`config.mk`:
```
export PLATFORM = sky130hd
export DESIGN_NAME = vpc_prep
export DESIGN_NICKNAME = d
export VERILOG_FILES = /design/src/design/vpc_pkg.sv /design/src/design/vpc_prep.sv
export SDC_FILE = /design/constraint.sdc
export NUM_CORES = 2
export LEC_CHECK = 0
export BUFFER_PORTS_ARGS = -buffer_cell sky130_fd_sc_hd__buf_2
export CORE_ASPECT_RATIO = 0.75
export CORE_MARGIN = 2
export CORE_UTILIZATION = 55
export CTS_CLUSTER_DIAMETER = 30
export DETAILED_ROUTE_END_ITERATION = 7
export GPL_ROUTABILITY_DRIVEN = 0
export GPL_TIMING_DRIVEN = 0
export PLACE_DENSITY = 0.71
export SYNTH_ARGS = -nofsm -noshare
export SYNTH_HDL_FRONTEND = slang
export SYNTH_SLANG_ARGS = --single-unit
```
`constraint.sdc`:
```
create_clock -name clk -period 8.3 [get_ports clk]
set_clock_uncertainty 0.05 [all_clocks]
set_input_delay 1.66 -clock clk [delete_from_list [all_inputs] [get_ports clk]]
set_output_delay 1.66 -clock clk [all_outputs]
set_load 0.005 [all_outputs]
```
`src/design/vpc_pkg.sv`:
```
package vpc_pkg;

  localparam int COORD_WIDTH_DEF = 16;
  localparam int FRAC_BITS_DEF   = 8;

  localparam int CORDIC_STEPS = 23;
  localparam int TAB_FRAC     = 16;  // atan table in 2^-16 degree
  localparam int VEC_SHIFT    = 24;  // pre-scale of |dx|, |dy| for vectoring
  localparam int GUARD        = 8;   // guard bits on rotation magnitude
  localparam int Z_W          = 26;  // angle accumulator width
  localparam int LEN_W        = 25;
  localparam int PART_W       = 26;
  localparam int ANG_W        = 17;
  localparam int ANGI_W       = 26;  // internal angle math width
  localparam int OUT_W        = 96;

  localparam logic [29:0] INV_GAIN_Q30 = 30'd652032874;
  localparam logic [LEN_W-1:0] LEN_MAX = {LEN_W{1'b1}};

  localparam logic CMD_POLAR = 1'b0;  // points to polar
  localparam logic CMD_PARTS = 1'b1;  // polar to components

  typedef struct packed {
    logic       cmd;
    logic       zero_pt;
    logic       dx_zero;
    logic       dy_zero;
    logic       dx_neg;
    logic       dy_neg;
    logic       r_zero;
    logic [1:0] quad;
  } ctl_t;

  function automatic logic [22:0] atan_tab(input logic [4:0] idx);
    logic [22:0] t;
    case (idx)
      5'd0:  t = 23'd2949120;
      5'd1:  t = 23'd1740967;
      5'd2:  t = 23'd919879;
      5'd3:  t = 23'd466945;
      5'd4:  t = 23'd234379;
      5'd5:  t = 23'd117304;
      5'd6:  t = 23'd58666;
      5'd7:  t = 23'd29335;
      5'd8:  t = 23'd14668;
      5'd9:  t = 23'd7334;
      5'd10: t = 23'd3667;
      5'd11: t = 23'd1833;
      5'd12: t = 23'd917;
      5'd13: t = 23'd458;
      5'd14: t = 23'd229;
      5'd15: t = 23'd115;
      5'd16: t = 23'd57;
      5'd17: t = 23'd29;
      5'd18: t = 23'd14;
      5'd19: t = 23'd7;
      5'd20: t = 23'd4;
      5'd21: t = 23'd2;
      5'd22: t = 23'd1;
      default: t = 23'd0;
    endcase
    return t;
  endfunction

endpackage

```
`src/design/vpc_prep.sv`:
```
module vpc_prep import vpc_pkg::*; #(
  parameter int CW = COORD_WIDTH_DEF,
  parameter int FB = FRAC_BITS_DEF,
  parameter int DW = 44,
  parameter int RB = 25
) (
  input  logic                   clk,
  input  logic                   rst,
  input  logic                   en,
  input  logic                   in_valid,
  input  logic                   cmd,
  input  logic signed [CW-1:0]   sx,
  input  logic signed [CW-1:0]   sy,
  input  logic signed [CW-1:0]   ex,
  input  logic signed [CW-1:0]   ey,
  input  logic [LEN_W-1:0]       plen,
  input  logic [ANG_W-1:0]       pang,
  output logic                   out_valid,
  output ctl_t                   out_ctl,
  output logic signed [CW:0]     out_dx,
  output logic signed [CW:0]     out_dy,
  output logic [LEN_W-1:0]       out_len,
  output logic [ANG_W-1:0]       out_ang,
  output logic signed [DW-1:0]   out_x,
  output logic signed [DW-1:0]   out_y,
  output logic signed [Z_W-1:0]  out_z,
  output logic [2*RB-1:0]        out_rad
);

  localparam logic [ANGI_W-1:0] D90  = ANGI_W'(90 << FB);
  localparam logic [ANGI_W-1:0] D180 = ANGI_W'(180 << FB);
  localparam logic [ANGI_W-1:0] D270 = ANGI_W'(270 << FB);
  localparam logic [ANGI_W-1:0] D360 = ANGI_W'(360 << FB);
  localparam int LX_W = LEN_W + 30;
  localparam int SQ_W = 2*CW + 2;

  // stage 1: differences, magnitudes, angle split
  logic signed [CW:0]  dx_c, dy_c;
  logic [CW:0]         ax_c, ay_c;
  logic [ANGI_W-1:0]   a_c, r_c;
  logic [1:0]          q_c;

  always_comb begin
    dx_c = {ex[CW-1], ex} - {sx[CW-1], sx};
    dy_c = {ey[CW-1], ey} - {sy[CW-1], sy};
    ax_c = dx_c[CW] ? (CW+1)'(-dx_c) : dx_c;
    ay_c = dy_c[CW] ? (CW+1)'(-dy_c) : dy_c;
    a_c  = ANGI_W'(pang);
    if (a_c > D360 - 1'b1) a_c = D360 - 1'b1;
    if (a_c >= D270) begin
      q_c = 2'd3; r_c = a_c - D270;
    end else if (a_c >= D180) begin
      q_c = 2'd2; r_c = a_c - D180;
    end else if (a_c >= D90) begin
      q_c = 2'd1; r_c = a_c - D90;
    end else begin
      q_c = 2'd0; r_c = a_c;
    end
  end

  logic                v1, v2;
  ctl_t                ctl1, ctl2;
  logic signed [CW:0]  dx1, dy1, dx2, dy2;
  logic [CW:0]         ax1, ay1, ax2, ay2;
  logic [LEN_W-1:0]    len1, len2;
  logic [ANG_W-1:0]    ang1, ang2;
  logic [ANGI_W-1:0]   r1, r2;
  logic [SQ_W-1:0]     sqx2, sqy2;
  logic [LX_W-1:0]     lx2;

  always_ff @(posedge clk) begin
    if (rst) begin
      v1 <= 1'b0;
      v2 <= 1'b0;
      out_valid <= 1'b0;
    end else if (en) begin
      v1 <= in_valid;
      v2 <= v1;
      out_valid <= v2;
    end
  end

  always_ff @(posedge clk) begin
    if (en) begin
      ctl1.cmd     <= cmd;
      ctl1.zero_pt <= (dx_c == '0) && (dy_c == '0);
      ctl1.dx_zero <= (dx_c == '0);
      ctl1.dy_zero <= (dy_c == '0);
      ctl1.dx_neg  <= dx_c[CW];
      ctl1.dy_neg  <= dy_c[CW];
      ctl1.r_zero  <= (r_c == '0);
      ctl1.quad    <= q_c;
      dx1  <= dx_c;
      dy1  <= dy_c;
      ax1  <= ax_c;
      ay1  <= ay_c;
      len1 <= plen;
      ang1 <= a_c[ANG_W-1:0];
      r1   <= r_c;
      // stage 2: squares and gain-compensated magnitude
      ctl2 <= ctl1;
      dx2  <= dx1;
      dy2  <= dy1;
      ax2  <= ax1;
      ay2  <= ay1;
      len2 <= len1;
      ang2 <= ang1;
      r2   <= r1;
      sqx2 <= ax1 * ax1;
      sqy2 <= ay1 * ay1;
      lx2  <= LX_W'(len1) * LX_W'(INV_GAIN_Q30);
      // stage 3: radicand and CORDIC seeds
      out_ctl <= ctl2;
      out_dx  <= dx2;
      out_dy  <= dy2;
      out_len <= len2;
      out_ang <= ang2;
      out_rad <= (2*RB)'(SQ_W'(sqx2 + sqy2)) << (2*FB);
      if (ctl2.cmd == CMD_POLAR) begin
        out_x <= $signed(DW'(ax2) << VEC_SHIFT);
        out_y <= $signed(DW'(ay2) << VEC_SHIFT);
        out_z <= '0;
      end else begin
        out_x <= $signed(DW'((lx2 + LX_W'(1 << (29 - GUARD))) >> (30 - GUARD)));
        out_y <= '0;
        out_z <= $signed(Z_W'(r2) << (TAB_FRAC - FB));
      end
    end
  end

endmodule

```
==> qor.txt <==
Worst slew margin: 30.3%
Most used flip-flop cell after synthesis: edfxtp_1
CORE AREA: 91000 µm²
N_diodes: 0
Hold_buf cts: 0
Clock transition at path regs: 50 ps
CP startpoint kind: flop
Global-route wire length before repair: 178 mm
CTS tree: yes
CP Data Arrival Time: 8360 ps
Critical path class: reg2reg
Hold_ws: 359 ps
Crit path time final: 8030 ps
Post-synth top area cell: edfxtp_1
Synth Warn #: 0
WL/cell: 18.2 µm
Vias/cell: 5.10
Worst Setup End Kind: flop
# setup viols final: 0
Mapped Cells: 4425
CP max FO: 10
Yosys reg bits: 542
Die width: 353 µm
Finished Core Util: 62.6%
Overall die area: 94000 µm²
Netlist cell types: 74
Worst Slack Setup Final: 268 ps
Vias: 31560
Max Root-Sink Buffers: 3
Share of the synthesized area in the top cell type: 32.2%
Initial antenna violation count: 4
Async S/R FF share, synth: 0%
Place WS: 64.3 ps
Clock root cell: clkbuf_16
HPWL after detailed placement: 92.3 mm
CTS sink cnt: 542
Max-capacitance violation count: 0
Gr usage total: 24.6%
Total wire length: 113 mm
Ports: 361
H-tree lvl count: 3
Sequential element share of the synthesized area: 32.3%
Syn Area/Cell: 11.4 µm²
Drt pass-1 iters: 8
Met1 Usage GRT: 35.2%
Area of the mapped netlist: 50300 µm²
Die H: 266 µm
Nets: 6232
Starting DRT DRC Count: 2167
Layout cells sized above 1: 11.4%
Hold/Removal Path Class: reg2reg
Status: finished clean
Total grt overflow: 0
DR DRC count: 0
GRT met3 Usage: 7.86%
CP required: 8630 ps
ANT nets after route: 0
RSZ-0062 raised after global routing: false
CTS Buf Count: 95
Num rows: 96
Endpoints failing hold: 0
Initial Util: 55.3%
Area grow syn2layout: 13.2%
Vias in the first global route: 32633
Number of flops mapped to enable cells by yosys: 539
Pin count of the biggest net entering global routing: 124
Clock Latency Late Sink: 690 ps
Buffers on Ports: 303
Top post-synthesis cells by area: edfxtp_1, fa_1, ha_1
GR peak layer: met2
Max Freq: 124 MHz
Worst-Margin Slew: 1040 ps
Met2 Resource Use GR: 36.2%
Final period util: 96.8%
Max-slew violations: 0
Fill cells: 7340
==> path summary, 6_finish.rpt <==
path                            cells past startpoint            endpoint         startpoint  slack (ps)
worst min register to register                      0   dy2[14]$_DFFE_PP_  dy1[14]$_DFFE_PP_         360
worst max register to register                     23  sqy2[33]$_DFFE_PP_   ay1[6]$_DFFE_PP_         270
worst max-delay path                               23  sqy2[33]$_DFFE_PP_   ay1[6]$_DFFE_PP_         270
worst min-delay path                                0   dy2[14]$_DFFE_PP_  dy1[14]$_DFFE_PP_         360
==> flip-flops by register name (all words and copies together) (netlist names), 18 cells and up <==
register,count
sqx2,32
lx2,34
sqy2,32
len2,25
out_rad,34
len1,25
out_len,25
out_z,18
out_x,41
==> what timing repair did <==
item | 4_1_cts | 5_1_grt
buffers inserted | 0 | 4
resized for setup | 1 | 5
pin swaps | 0 | 0
endpoints found under the setup margin | 1 | 4
==> critical path, stage by stage (launching register included) <==
cell,delay [ps]
edfxtp_1,680
clkbuf_1,660
nand2_1,260
fa_1,590
inv_1,50
fa_1,490
inv_1,60
fa_1,510
fa_1,560
inv_1,50
fa_1,480
inv_1,50
fa_1,470
inv_1,40
ha_1,320
nor2b_1,170
o311ai_0,320
o21a_1,240
a31oi_1,170
o31ai_1,430
o21ai_0,170
nor2_1,180
a21oi_1,100
xnor2_1,600
==> logic make-up (layout without fill, tap and decap cells) <==
group | Yosys count | in the layout | share of synthesized area (%)
other cells | 1 | 54 | 0.00745
flops | 542 | 542 | 32.3
compound gates | 402 | 402 | 5.28
xor+xnor | 215 | 215 | 3.74
buf+inv | 1246 | 1733 | 9.71
simple gates | 776 | 776 | 7.63
fa+ha+maj | 1235 | 1235 | 41.2
mux | 8 | 8 | 0.167
==> metrics by stage <==
step / cells / TNS [ps] / area, µm²
after global routing: 6190 / 0 / 57000
after global placement: 6006 / -1396220 / 53600
final: 6190 / 0 / 57000
after detailed placement: 6010 / 0 / 53700
after CTS: 6186 / 0 / 56900
after floorplan: 4478 / 0 / 50500
==> layout by cell type, fill, tap and decap left out, types with 13 or more instances in the layout <==
cell       Yosys  final
and3_1        22     22
a31oi_1       13     13
conb_1         1     54
nand2_1      238    238
nand3_1       34     34
or2_2         14     14
xor2_1        67     67
ha_1         532    531
o21ai_0       66     66
nor3_1        37     37
inv_1       1125   1125
nor2b_1       53     53
xnor2_1      148    148
nor2_1       146    146
clkbuf_16      0     95
o21a_1        28     28
clkbuf_1      62     71
fa_1         703    703
nand4_1       20     20
edfxtp_1     539    539
buf_4         56     60
nand2b_1      26     26
a21oi_1      114    114
a21o_1        62     62
and2_1       154    154
buf_2          1    303
inv_6          0     15
o21bai_1      16     16
==> area by class of cell <==
type,instances,area [µm²],share of cell area [%]
multi-input combinational,2690,29400,51.6
tap,1225,1530,2.69
clock inverter,70,812,1.43
sequential,542,16200,28.5
inverter,1127,4230,7.43
clock buffer,106,2420,4.25
buffer,119,661,1.16
timing repair buffer,311,1670,2.93
==> layer usage <==
layer | routed length, µm | vias up
met3 | 10900 | 152
li1 | - | 14844
met4 | 2710 | 0
met5 | 0 | -
met2 | 48600 | 1022
met1 | 50300 | 15542
==> cell usage after synthesis (4+ instances only) <==
master    instances
a211o_1           5
a211oi_1         11
a21boi_0          6
a21o_1           62
a21oi_1         114
a21oi_2           5
a31o_2            4
a31oi_1          13
and2_1          154
and3_1           22
and4_1            4
buf_4            56
clkbuf_1         62
edfxtp_1        539
fa_1            703
ha_1            532
inv_1          1125
mux2i_1           5
nand2_1         238
nand2b_1         26
nand3_1          34
nand3b_1          4
nand4_1          20
nor2_1          146
nor2b_1          53
nor3_1           37
nor4_1            7
o211a_1           4
o211ai_1          5
o21a_1           28
o21ai_0          66
o21ai_1           9
o21ai_2           4
o21bai_1         16
o31ai_1          10
o41ai_1           4
or2_2            14
or3_1            11
xnor2_1         148
xor2_1           67
Power is not shown: default switching activity piles up to over one toggle a cycle in this logic, so the estimate is an artifact.
