## src/design/vpc_pkg.sv

```systemverilog
package vpc_pkg;

  localparam int COORD_WIDTH_DEF = 16;
  localparam int FRAC_BITS_DEF   = 8;

  localparam int CORDIC_STEPS = 23;
  localparam int TAB_FRAC     = 16;  // atan table in 2^-16 degree
  localparam int VEC_SHIFT    = 24;  // pre-scale of |dx|, |dy| for vectoring
  localparam int GUARD        = 8;   // guard bits on rotation magnitude
  localparam int Z_W          = 26;  // angle accumulator width
  localparam int LEN_W        = 25;
  localparam int PART_W       = 26;
  localparam int ANG_W        = 17;
  localparam int ANGI_W       = 26;  // internal angle math width
  localparam int OUT_W        = 96;

  localparam logic [29:0] INV_GAIN_Q30 = 30'd652032874;
  localparam logic [LEN_W-1:0] LEN_MAX = {LEN_W{1'b1}};

  localparam logic CMD_POLAR = 1'b0;  // points to polar
  localparam logic CMD_PARTS = 1'b1;  // polar to components

  typedef struct packed {
    logic       cmd;
    logic       zero_pt;
    logic       dx_zero;
    logic       dy_zero;
    logic       dx_neg;
    logic       dy_neg;
    logic       r_zero;
    logic [1:0] quad;
  } ctl_t;

  function automatic logic [22:0] atan_tab(input logic [4:0] idx);
    logic [22:0] t;
    case (idx)
      5'd0:  t = 23'd2949120;
      5'd1:  t = 23'd1740967;
      5'd2:  t = 23'd919879;
      5'd3:  t = 23'd466945;
      5'd4:  t = 23'd234379;
      5'd5:  t = 23'd117304;
      5'd6:  t = 23'd58666;
      5'd7:  t = 23'd29335;
      5'd8:  t = 23'd14668;
      5'd9:  t = 23'd7334;
      5'd10: t = 23'd3667;
      5'd11: t = 23'd1833;
      5'd12: t = 23'd917;
      5'd13: t = 23'd458;
      5'd14: t = 23'd229;
      5'd15: t = 23'd115;
      5'd16: t = 23'd57;
      5'd17: t = 23'd29;
      5'd18: t = 23'd14;
      5'd19: t = 23'd7;
      5'd20: t = 23'd4;
      5'd21: t = 23'd2;
      5'd22: t = 23'd1;
      default: t = 23'd0;
    endcase
    return t;
  endfunction

endpackage

```

## src/design/vpc_step.sv

```systemverilog
module vpc_step import vpc_pkg::*; #(
  parameter int DW  = 44,
  parameter int RB  = 25,
  parameter int IDX = 0
) (
  input  logic                  clk,
  input  logic                  en,
  input  logic                  polar,
  input  logic signed [DW-1:0]  x_in,
  input  logic signed [DW-1:0]  y_in,
  input  logic signed [Z_W-1:0] z_in,
  input  logic [2*RB-1:0]       rad_in,
  input  logic [RB+1:0]         rem_in,
  input  logic [RB-1:0]         root_in,
  output logic signed [DW-1:0]  x_out,
  output logic signed [DW-1:0]  y_out,
  output logic signed [Z_W-1:0] z_out,
  output logic [2*RB-1:0]       rad_out,
  output logic [RB+1:0]         rem_out,
  output logic [RB-1:0]         root_out
);

  logic signed [DW-1:0]  x_next, y_next;
  logic signed [Z_W-1:0] z_next;
  logic [2*RB-1:0]       rad_next;
  logic [RB+1:0]         rem_next;
  logic [RB-1:0]         root_next;

  generate
    if (IDX < CORDIC_STEPS) begin : g_cordic
      logic signed [DW-1:0]  xs, ys;
      logic signed [Z_W-1:0] t;
      logic                  sel_a;
      always_comb begin
        // shifts truncate toward zero
        xs = x_in[DW-1] ? -((-x_in) >>> IDX) : (x_in >>> IDX);
        ys = y_in[DW-1] ? -((-y_in) >>> IDX) : (y_in >>> IDX);
        t  = $signed(Z_W'(atan_tab(5'(IDX))));
        // vectoring drives y to zero, rotation drives z to zero
        sel_a = polar ? (y_in > 0) : z_in[Z_W-1];
        if (sel_a) begin
          x_next = x_in + ys;
          y_next = y_in - xs;
          z_next = z_in + t;
        end else begin
          x_next = x_in - ys;
          y_next = y_in + xs;
          z_next = z_in - t;
        end
      end
    end else begin : g_cordic_pass
      always_comb begin
        x_next = x_in;
        y_next = y_in;
        z_next = z_in;
      end
    end

    if (IDX < RB) begin : g_sqrt
      logic [RB+2:0] rem2, trial;
      always_comb begin
        rem2  = {rem_in[RB:0], rad_in[2*RB-1 -: 2]};
        trial = {1'b0, root_in, 2'b01};
        rad_next = rad_in << 2;
        if (rem2 >= trial) begin
          rem_next  = (RB+2)'(rem2 - trial);
          root_next = {root_in[RB-2:0], 1'b1};
        end else begin
          rem_next  = (RB+2)'(rem2);
          root_next = {root_in[RB-2:0], 1'b0};
        end
      end
    end else begin : g_sqrt_pass
      always_comb begin
        rad_next  = rad_in;
        rem_next  = rem_in;
        root_next = root_in;
      end
    end
  endgenerate

  always_ff @(posedge clk) begin
    if (en) begin
      x_out    <= x_next;
      y_out    <= y_next;
      z_out    <= z_next;
      rad_out  <= rad_next;
      rem_out  <= rem_next;
      root_out <= root_next;
    end
  end

endmodule

```

## config.mk

```make
export PLATFORM = sky130hd
export DESIGN_NAME = vpc_step
export DESIGN_NICKNAME = d
export VERILOG_FILES = /design/src/design/vpc_pkg.sv /design/src/design/vpc_step.sv
export SDC_FILE = /design/constraint.sdc
export NUM_CORES = 1
export LEC_CHECK = 0
export ABC_AREA = 0
export BUFFER_PORTS_ARGS = -buffer_cell sky130_fd_sc_hd__buf_2
export CELL_PAD_IN_SITES_DETAIL_PLACEMENT = 0
export CELL_PAD_IN_SITES_GLOBAL_PLACEMENT = 2
export CORE_UTILIZATION = 29
export DETAILED_ROUTE_END_ITERATION = 8
export PLACE_DENSITY = 0.83
export SLEW_MARGIN = 5
export SYNTH_ARGS = -nofsm -noshare
export SYNTH_HDL_FRONTEND = slang
export SYNTH_SLANG_ARGS = --single-unit
```

## constraint.sdc

```tcl
create_clock -name clk -period 6.9 [get_ports clk]
set_clock_uncertainty 0.2 [all_clocks]
set_input_delay 1.38 -clock clk [delete_from_list [all_inputs] [get_ports clk]]
set_output_delay 1.38 -clock clk [all_outputs]
set_load 0.01 [all_outputs]
```

==> flow_metrics.py, run 1 <==
metrics = {
    "power": {
        "power_density_mw_per_mm2": 248,
        "internal_power_uw": 3380,
        "ir_worst_vdd_mv": 0.196,
        "sw_frac_of_total": 0.325,
        "pwr-share-comb": 0.376,
        "p_seq_frac": 0.354,
        "power_leakage_uw": 0.00903,
        "power_switching_uw": 1630,
        "p_clk_frac": 0.270,
    },
    "routing": {
        "ant_nets": 0,
        "routedWlPerCell_microns": 17.3,
        "drc_errors": 0,
        "wl_met2_microns": 23000,
        "dr.pass1.iters": 5,
        "viasPerCell": 4.82,
        "top_layer_used": "met5",
        "drt_iter0_markers": 692,
        "wl_microns": 47500,
        "wl_met3_microns": 2550,
        "via_count": 13200,
        "wl_met1_microns": 20700,
    },
    "setup_path": {
        "setup.worst_path.end": "x_out[40]",
        "critPathArrivalTime_ns": 6.83,
        "path_class": "primary input to register",
        "crit_start": "y_in[0]",
        "crit_path_start_kind": "primary input",
        "worstSetupEndpointType": "register",
        "cp_max_fo": 24,
        "crit_required_ns": 7.02,
    },
    "timing": {
        "whs_ns": 0.778,
        "rsz0062_at_grt": "no",
        "tns_ns": 0,
        "finalCritPeriodShare": 0.972,
        "finalCriticalPeriod_ns": 6.70,
        "hold_viol": 0,
        "relSlewSlack": 0.511,
        "finalMaxSlewViolations": 0,
        "setup_viol": 0,
        "fmax_mhz": 149,
        "tightest_slew_ns": 0.734,
    },
    "die": {
        "ioPinCount": 435,
        "die-width_microns": 227,
        "dieArea_sq_mm": 0.0517,
        "rows": 82,
        "core_sq_mm": 0.0502,
        "initial_core_util": 0.294,
        "die_h_microns": 227,
    },
    "logic_synthesis": {
        "synthArstFlopShare": 0,
        "synth.yosys.seq_area_share": 0.434,
        "avgSynthCellArea_sq_um": 10.5,
        "synth-seq-cells": 213,
        "synth_ff_type": "edfxtp_1",
        "synth-edff-count": 213,
        "synthDominantCellAreaShare": 0.434,
        "ys_types": 74,
        "yosysWarnings": 0,
        "synth_top_area_cell": "edfxtp_1",
        "syn_inst": 1405,
        "synth_area_sq_mm": 0.0147,
        "synthTopCellsByArea": "edfxtp_1 (43%), ha_1 (10%), xnor2_1 (7.3%)",
    },
    "grt": {
        "grt_remaining_overflow": 0,
        "grt_max_degree": 132,
        "antenna_found_initial": 14,
        "grt_usage": 0.175,
        "grt_pass1_wl_microns": 70300,
        "grt_pass1_vias": 13000,
    },
    "min_path": {
        "min-delay-start": "rad_in[24]",
        "hp-class": "primary input to register",
    },
    "status": {
        "status": "complete, no violations",
    },
    "layout": {
        "seqCellArea_sq_mm": 0.00640,
        "area_growth_pct": 36.8,
        "drive_above_1_share": 0.350,
        "multiInputGateArea_sq_mm": 0.00797,
        "n_fill_cell": 4981,
        "fin_nets": 2391,
    },
    "placed_design": {
        "io_buffers": 431,
        "gp_congestion": 0.922,
        "place_hpwl_microns": 38700,
    },
    "clock_tree": {
        "cts.hold.buffers_added": 0,
        "postCtsSetupRepairBufs": 0,
        "cts_root_buffer": "clkbuf_16",
        "numCtsBuffers": 27,
        "cts_tree": "yes",
        "cts_buffer_depth": 3,
        "cts_num_sinks": 213,
        "path_clk_slew_ns": 0.06,
        "htreeDepth": 1,
    },
    "run": {
        "drv_cap": 0,
    },
}
-- power by group through the flow --
stage	combinational (uW)	clock [uW]	sequential, uW
3_5_place_dp	1880	0	1800
6_report	1880	1350	1770
5_1_grt	2070	1450	1790
4_1_cts	1890	1410	1780
2_1_floorplan	917	0	1910
3_3_place_gp	1870	0	1800
-- repair_timing --
action	CTS	global route
gates resized for setup	0	3
hold endpoints to repair	0	0
setup endpoints to repair	0	3
-- worst min path at each step --
| stage | endpoint | cells after the start |
|---|---|---|
| floorplan | rad_out[10] | 0 |
| global placement | rad_out[42] | 1 |
| detailed placement | rad_out[9] | 1 |
| CTS | z_out[0] | 1 |
| global route | z_out[0] | 1 |
| finish | rad_out[26] | 1 |
-- logic make-up after synthesis --
logic type	Yosys count	synth area share
compound gates	434	0.190
xor+xnor	197	0.118
fa+ha+maj	126	0.108
buf+inv	107	0.0290
flops	213	0.434
mux	13	0.0105
other cells	1	0.000254
simple gates	314	0.111
-- critical path, cell delays in order --
cell,delay (ns)
buf_2,0.10
inv_1,0.07
ha_1,0.16
or3b_1,0.37
or3_1,0.44
or4_4,0.58
o31a_1,0.31
mux2i_4,0.17
buf_12,0.14
buf_12,0.15
o21ai_0,0.17
fa_1,0.50
a211oi_2,0.25
o211ai_1,0.19
a31oi_2,0.23
a31oi_1,0.16
a41o_1,0.30
a221o_1,0.31
a21oi_1,0.22
o21ai_0,0.20
a41oi_1,0.29
xnor2_1,0.09
-- flip-flops by register name (all words and copies together), names as in the netlist --
name	flops
rad_out	48
rem_out	27
root_out	25
x_out	44
y_out	43
z_out	26
-- final cells by class --
cell class / instances / area share
diodes: 9 / 0.00112
clock buffers: 30 / 0.0340
clock inverters: 16 / 0.00726
inverters: 65 / 0.0121
multi-input cells: 1086 / 0.395
flip-flops and latches: 213 / 0.317
well taps: 672 / 0.0417
repair buffers: 653 / 0.192
-- per-stage QoR --
stage	util	total power, uW	instance area [sq um]	setup slack (ns)	std cells
final	0.402	5010	20200	0.196	2744
after global routing	0.402	5320	20200	0.00487	2741
after CTS	0.401	5080	20100	0.230	2735
after detailed placement	0.385	3680	19300	-0.376	2689
after global placement	0.385	3670	19300	-0.411	2689
after floorplan	-	2830	14800	-0.00805	1406
-- layout by cell type (no fill, tap or decap), types with 15 or more instances in the layout --
cell       count
or3_1         17
nand2_1       77
inv_1         64
o21ai_0       83
nor3_1        16
a21o_1        73
edfxtp_1     213
xnor2_1      123
a21oi_1      128
xor2_1        73
nor2_1        68
clkbuf_16     27
o21bai_1      15
a31oi_1       18
buf_4        219
o31ai_1       19
ha_1         123
buf_2        430
nand3_1       24
nand4_1       16
or4_1         16
o21a_1        20
-- Yosys cell counts (all sizes together), types with 11 or more instances --
cell type  instances
clkbuf            30
edfxtp           213
or4               17
a21oi            128
nand3             24
nor2              68
inv               65
o21bai            15
ha               123
buf               12
xnor2            124
xor2              73
o41ai             11
nor2b             11
a31oi             20
nand2             77
nand4             16
o21ai             85
or3               17
nor3              17
o31ai             19
o21a              20
and3              13
nand2b            14
a21o              73
-- layer usage --
layer / GRT usage / vias to the layer above
met5: 0 / -
met4: 0.0543 / 12
met3: 0.0297 / 81
met2: 0.304 / 358
met1: 0.219 / 6170
li1: - / 6599
Power figures use the tool's default switching activity.
==> run 2: changes to the inputs <==
- CORE_UTILIZATION: 29 -> 33
- PLACE_DENSITY: 0.83 -> 0.88
- clock period: 6.9 -> 7.3 ns (I/O delays scaled with it)
==> run 2 against run 1 <==
Net effect:
- die area fell by 12%
- highest routed layer unchanged
- total power shrank 8.4%
- count of clock-buffer cells in the layout shrank 2
- first-iteration DRC count down 8.5%
- sequential share of layout area increased by 1.8 points
- critical path depth unchanged
- sequential cell count unchanged
- worst setup slack improved by 0.22 ns
- hold slack better by 0.11 ns
==> flow_metrics.py, run 2 (synthesis results as in run 1) <==
metrics = {
    "clock_tree": {
        "cts_buffer_depth": 3,
        "htreeDepth": 1,
        "postCtsSetupRepairBufs": 0,
        "cts.hold.buffers_added": 0,
        "cts_num_sinks": 213,
        "numCtsBuffers": 25,
        "cts_root_buffer": "clkbuf_16",
        "cts_resized": 0,
        "path_clk_slew_ns": 0.06,
        "cts_tree": "yes",
    },
    "power": {
        "p_seq_frac": 0.365,
        "power_leakage_uw": 0.00843,
        "p_clk_frac": 0.277,
        "internal_power_uw": 3120,
        "pwr-share-comb": 0.358,
        "sw_frac_of_total": 0.320,
        "power_density_mw_per_mm2": 240,
        "ir_worst_vdd_mv": 0.184,
        "power_switching_uw": 1470,
    },
    "die": {
        "die-width_microns": 213,
        "dieArea_sq_mm": 0.0455,
        "ioPinCount": 435,
        "initial_core_util": 0.334,
        "core_sq_mm": 0.0441,
        "rows": 77,
        "die_h_microns": 213,
    },
    "placed_design": {
        "place_hpwl_microns": 35600,
        "gp_congestion": 0.874,
        "io_buffers": 431,
        "post-place-cells": 2487,
    },
    "setup_path": {
        "crit_path_start_kind": "primary input",
        "worstSetupEndpointType": "register",
        "critPathArrivalTime_ns": 6.97,
        "path_class": "primary input to register",
        "cp_max_fo": 12,
        "crit_start": "y_in[0]",
        "crit_required_ns": 7.38,
    },
    "layout": {
        "top_regs": "rad_out (48), x_out (44), y_out (43)",
        "layout_commonest_cell": "buf_2",
        "layoutNonFillerInstCount": 2535,
        "top_register": "rad_out",
        "mostFrequentLayoutCells": "buf_2 (430), edfxtp_1 (213), a21oi_1 (128), xnor2_1 (123), ha_1 (123)",
        "drive_above_1_share": 0.307,
        "fin_util": 0.433,
        "area_growth_pct": 29.5,
        "largest_register_ffs": 48,
        "fin_nets": 2267,
    },
    "timing": {
        "finalCriticalPeriod_ns": 6.88,
        "finalMaxSlewViolations": 0,
        "whs_ns": 0.886,
        "rsz0062_at_grt": "no",
        "tightest_slew_ns": 0.833,
        "hold_viol": 0,
        "relSlewSlack": 0.445,
        "fmax_mhz": 145,
        "setup_viol": 0,
        "finalCritPeriodShare": 0.943,
    },
    "min_path": {
        "min-delay-start": "rad_in[44]",
        "hp-class": "primary input to register",
    },
    "routing": {
        "wl_microns": 44200,
        "viasPerCell": 5.00,
        "via_count": 12700,
        "ant_nets": 0,
        "drc_errors": 0,
        "drt_iter0_markers": 633,
        "dr.pass1.iters": 4,
        "routedWlPerCell_microns": 17.4,
    },
    "status": {
        "status": "complete, no violations",
    },
    "grt": {
        "grt_pass1_wl_microns": 65600,
        "grt_remaining_overflow": 0,
        "grt_max_degree": 108,
        "grt_pass1_vias": 12100,
        "antenna_found_initial": 12,
        "grt_usage": 0.184,
    },
    "run": {
        "drv_cap": 0,
    },
}
## run 2: changes by cell type in the layout (fill, tap and decap cells not counted), sizes merged
cell,delta
clkinv,-1
diode,-5
clkbuf,-2
buf,-122
bufinv,+2
inv,+1
clkinvlp,-2
## run 2: area by class of cell
cell class | instances | area (sq um)
Antenna cell | 4 | 10.0
Clock buffer | 28 | 637
Clock inverter | 16 | 183
Fill cell | 4349 | 25000
Inverter | 65 | 244
Multi-Input combinational cell | 1086 | 7940
Sequential cell | 213 | 6400
Tap cell | 592 | 741
Timing Repair Buffer | 531 | 2950
## run 2: worst max-delay path: stages
cell	delay (ns)
buf_2	0.10
inv_1	0.07
ha_1	0.16
or3b_1	0.39
or3_1	0.44
or4_4	0.57
o31a_1	0.31
mux2i_4	0.17
buf_12	0.14
buf_12	0.12
o21ai_0	0.15
fa_1	0.45
a211oi_1	0.31
o211ai_1	0.19
a31oi_1	0.30
a31oi_1	0.21
a41o_1	0.32
a221o_1	0.30
a21oi_1	0.19
o21ai_0	0.19
a41oi_1	0.29
xnor2_1	0.09
## run 2: final timing paths
kind | to | cells past startpoint
min | rad_out[46] | 1
max | x_out[40] | 22
## run 2: power groups by stage
stage | clock [uW] | combinational [uW] | sequential, uW
after floorplan | 0 | 864 | 1810
after global placement | 0 | 1630 | 1690
after detailed placement | 0 | 1630 | 1700
after CTS | 1320 | 1650 | 1680
after global routing | 1360 | 1810 | 1690
final | 1270 | 1640 | 1670
## run 2: per-layer routing
metal / vias up / global-route usage / wire length, microns
li1: 6338 / - / -
met1: 5892 / 0.241 / 19500
met2: 357 / 0.310 / 20800
met3: 73 / 0.0281 / 2680
met4: 14 / 0.0586 / 1130
met5: - / 0 / 68
## run 2: per-stage QoR
step / total power (uW) / setup slack (ns) / cell area (sq um) / setup TNS, ns
5_1_grt: 4860 / 0.124 / 19100 / 0
6_report: 4590 / 0.417 / 19100 / 0
4_1_cts: 4650 / 0.425 / 19100 / 0
2_1_floorplan: 2670 / 0.0320 / 14700 / 0
3_5_place_dp: 3330 / -0.121 / 18300 / -0.308
3_3_place_gp: 3320 / -0.149 / 18300 / -0.381
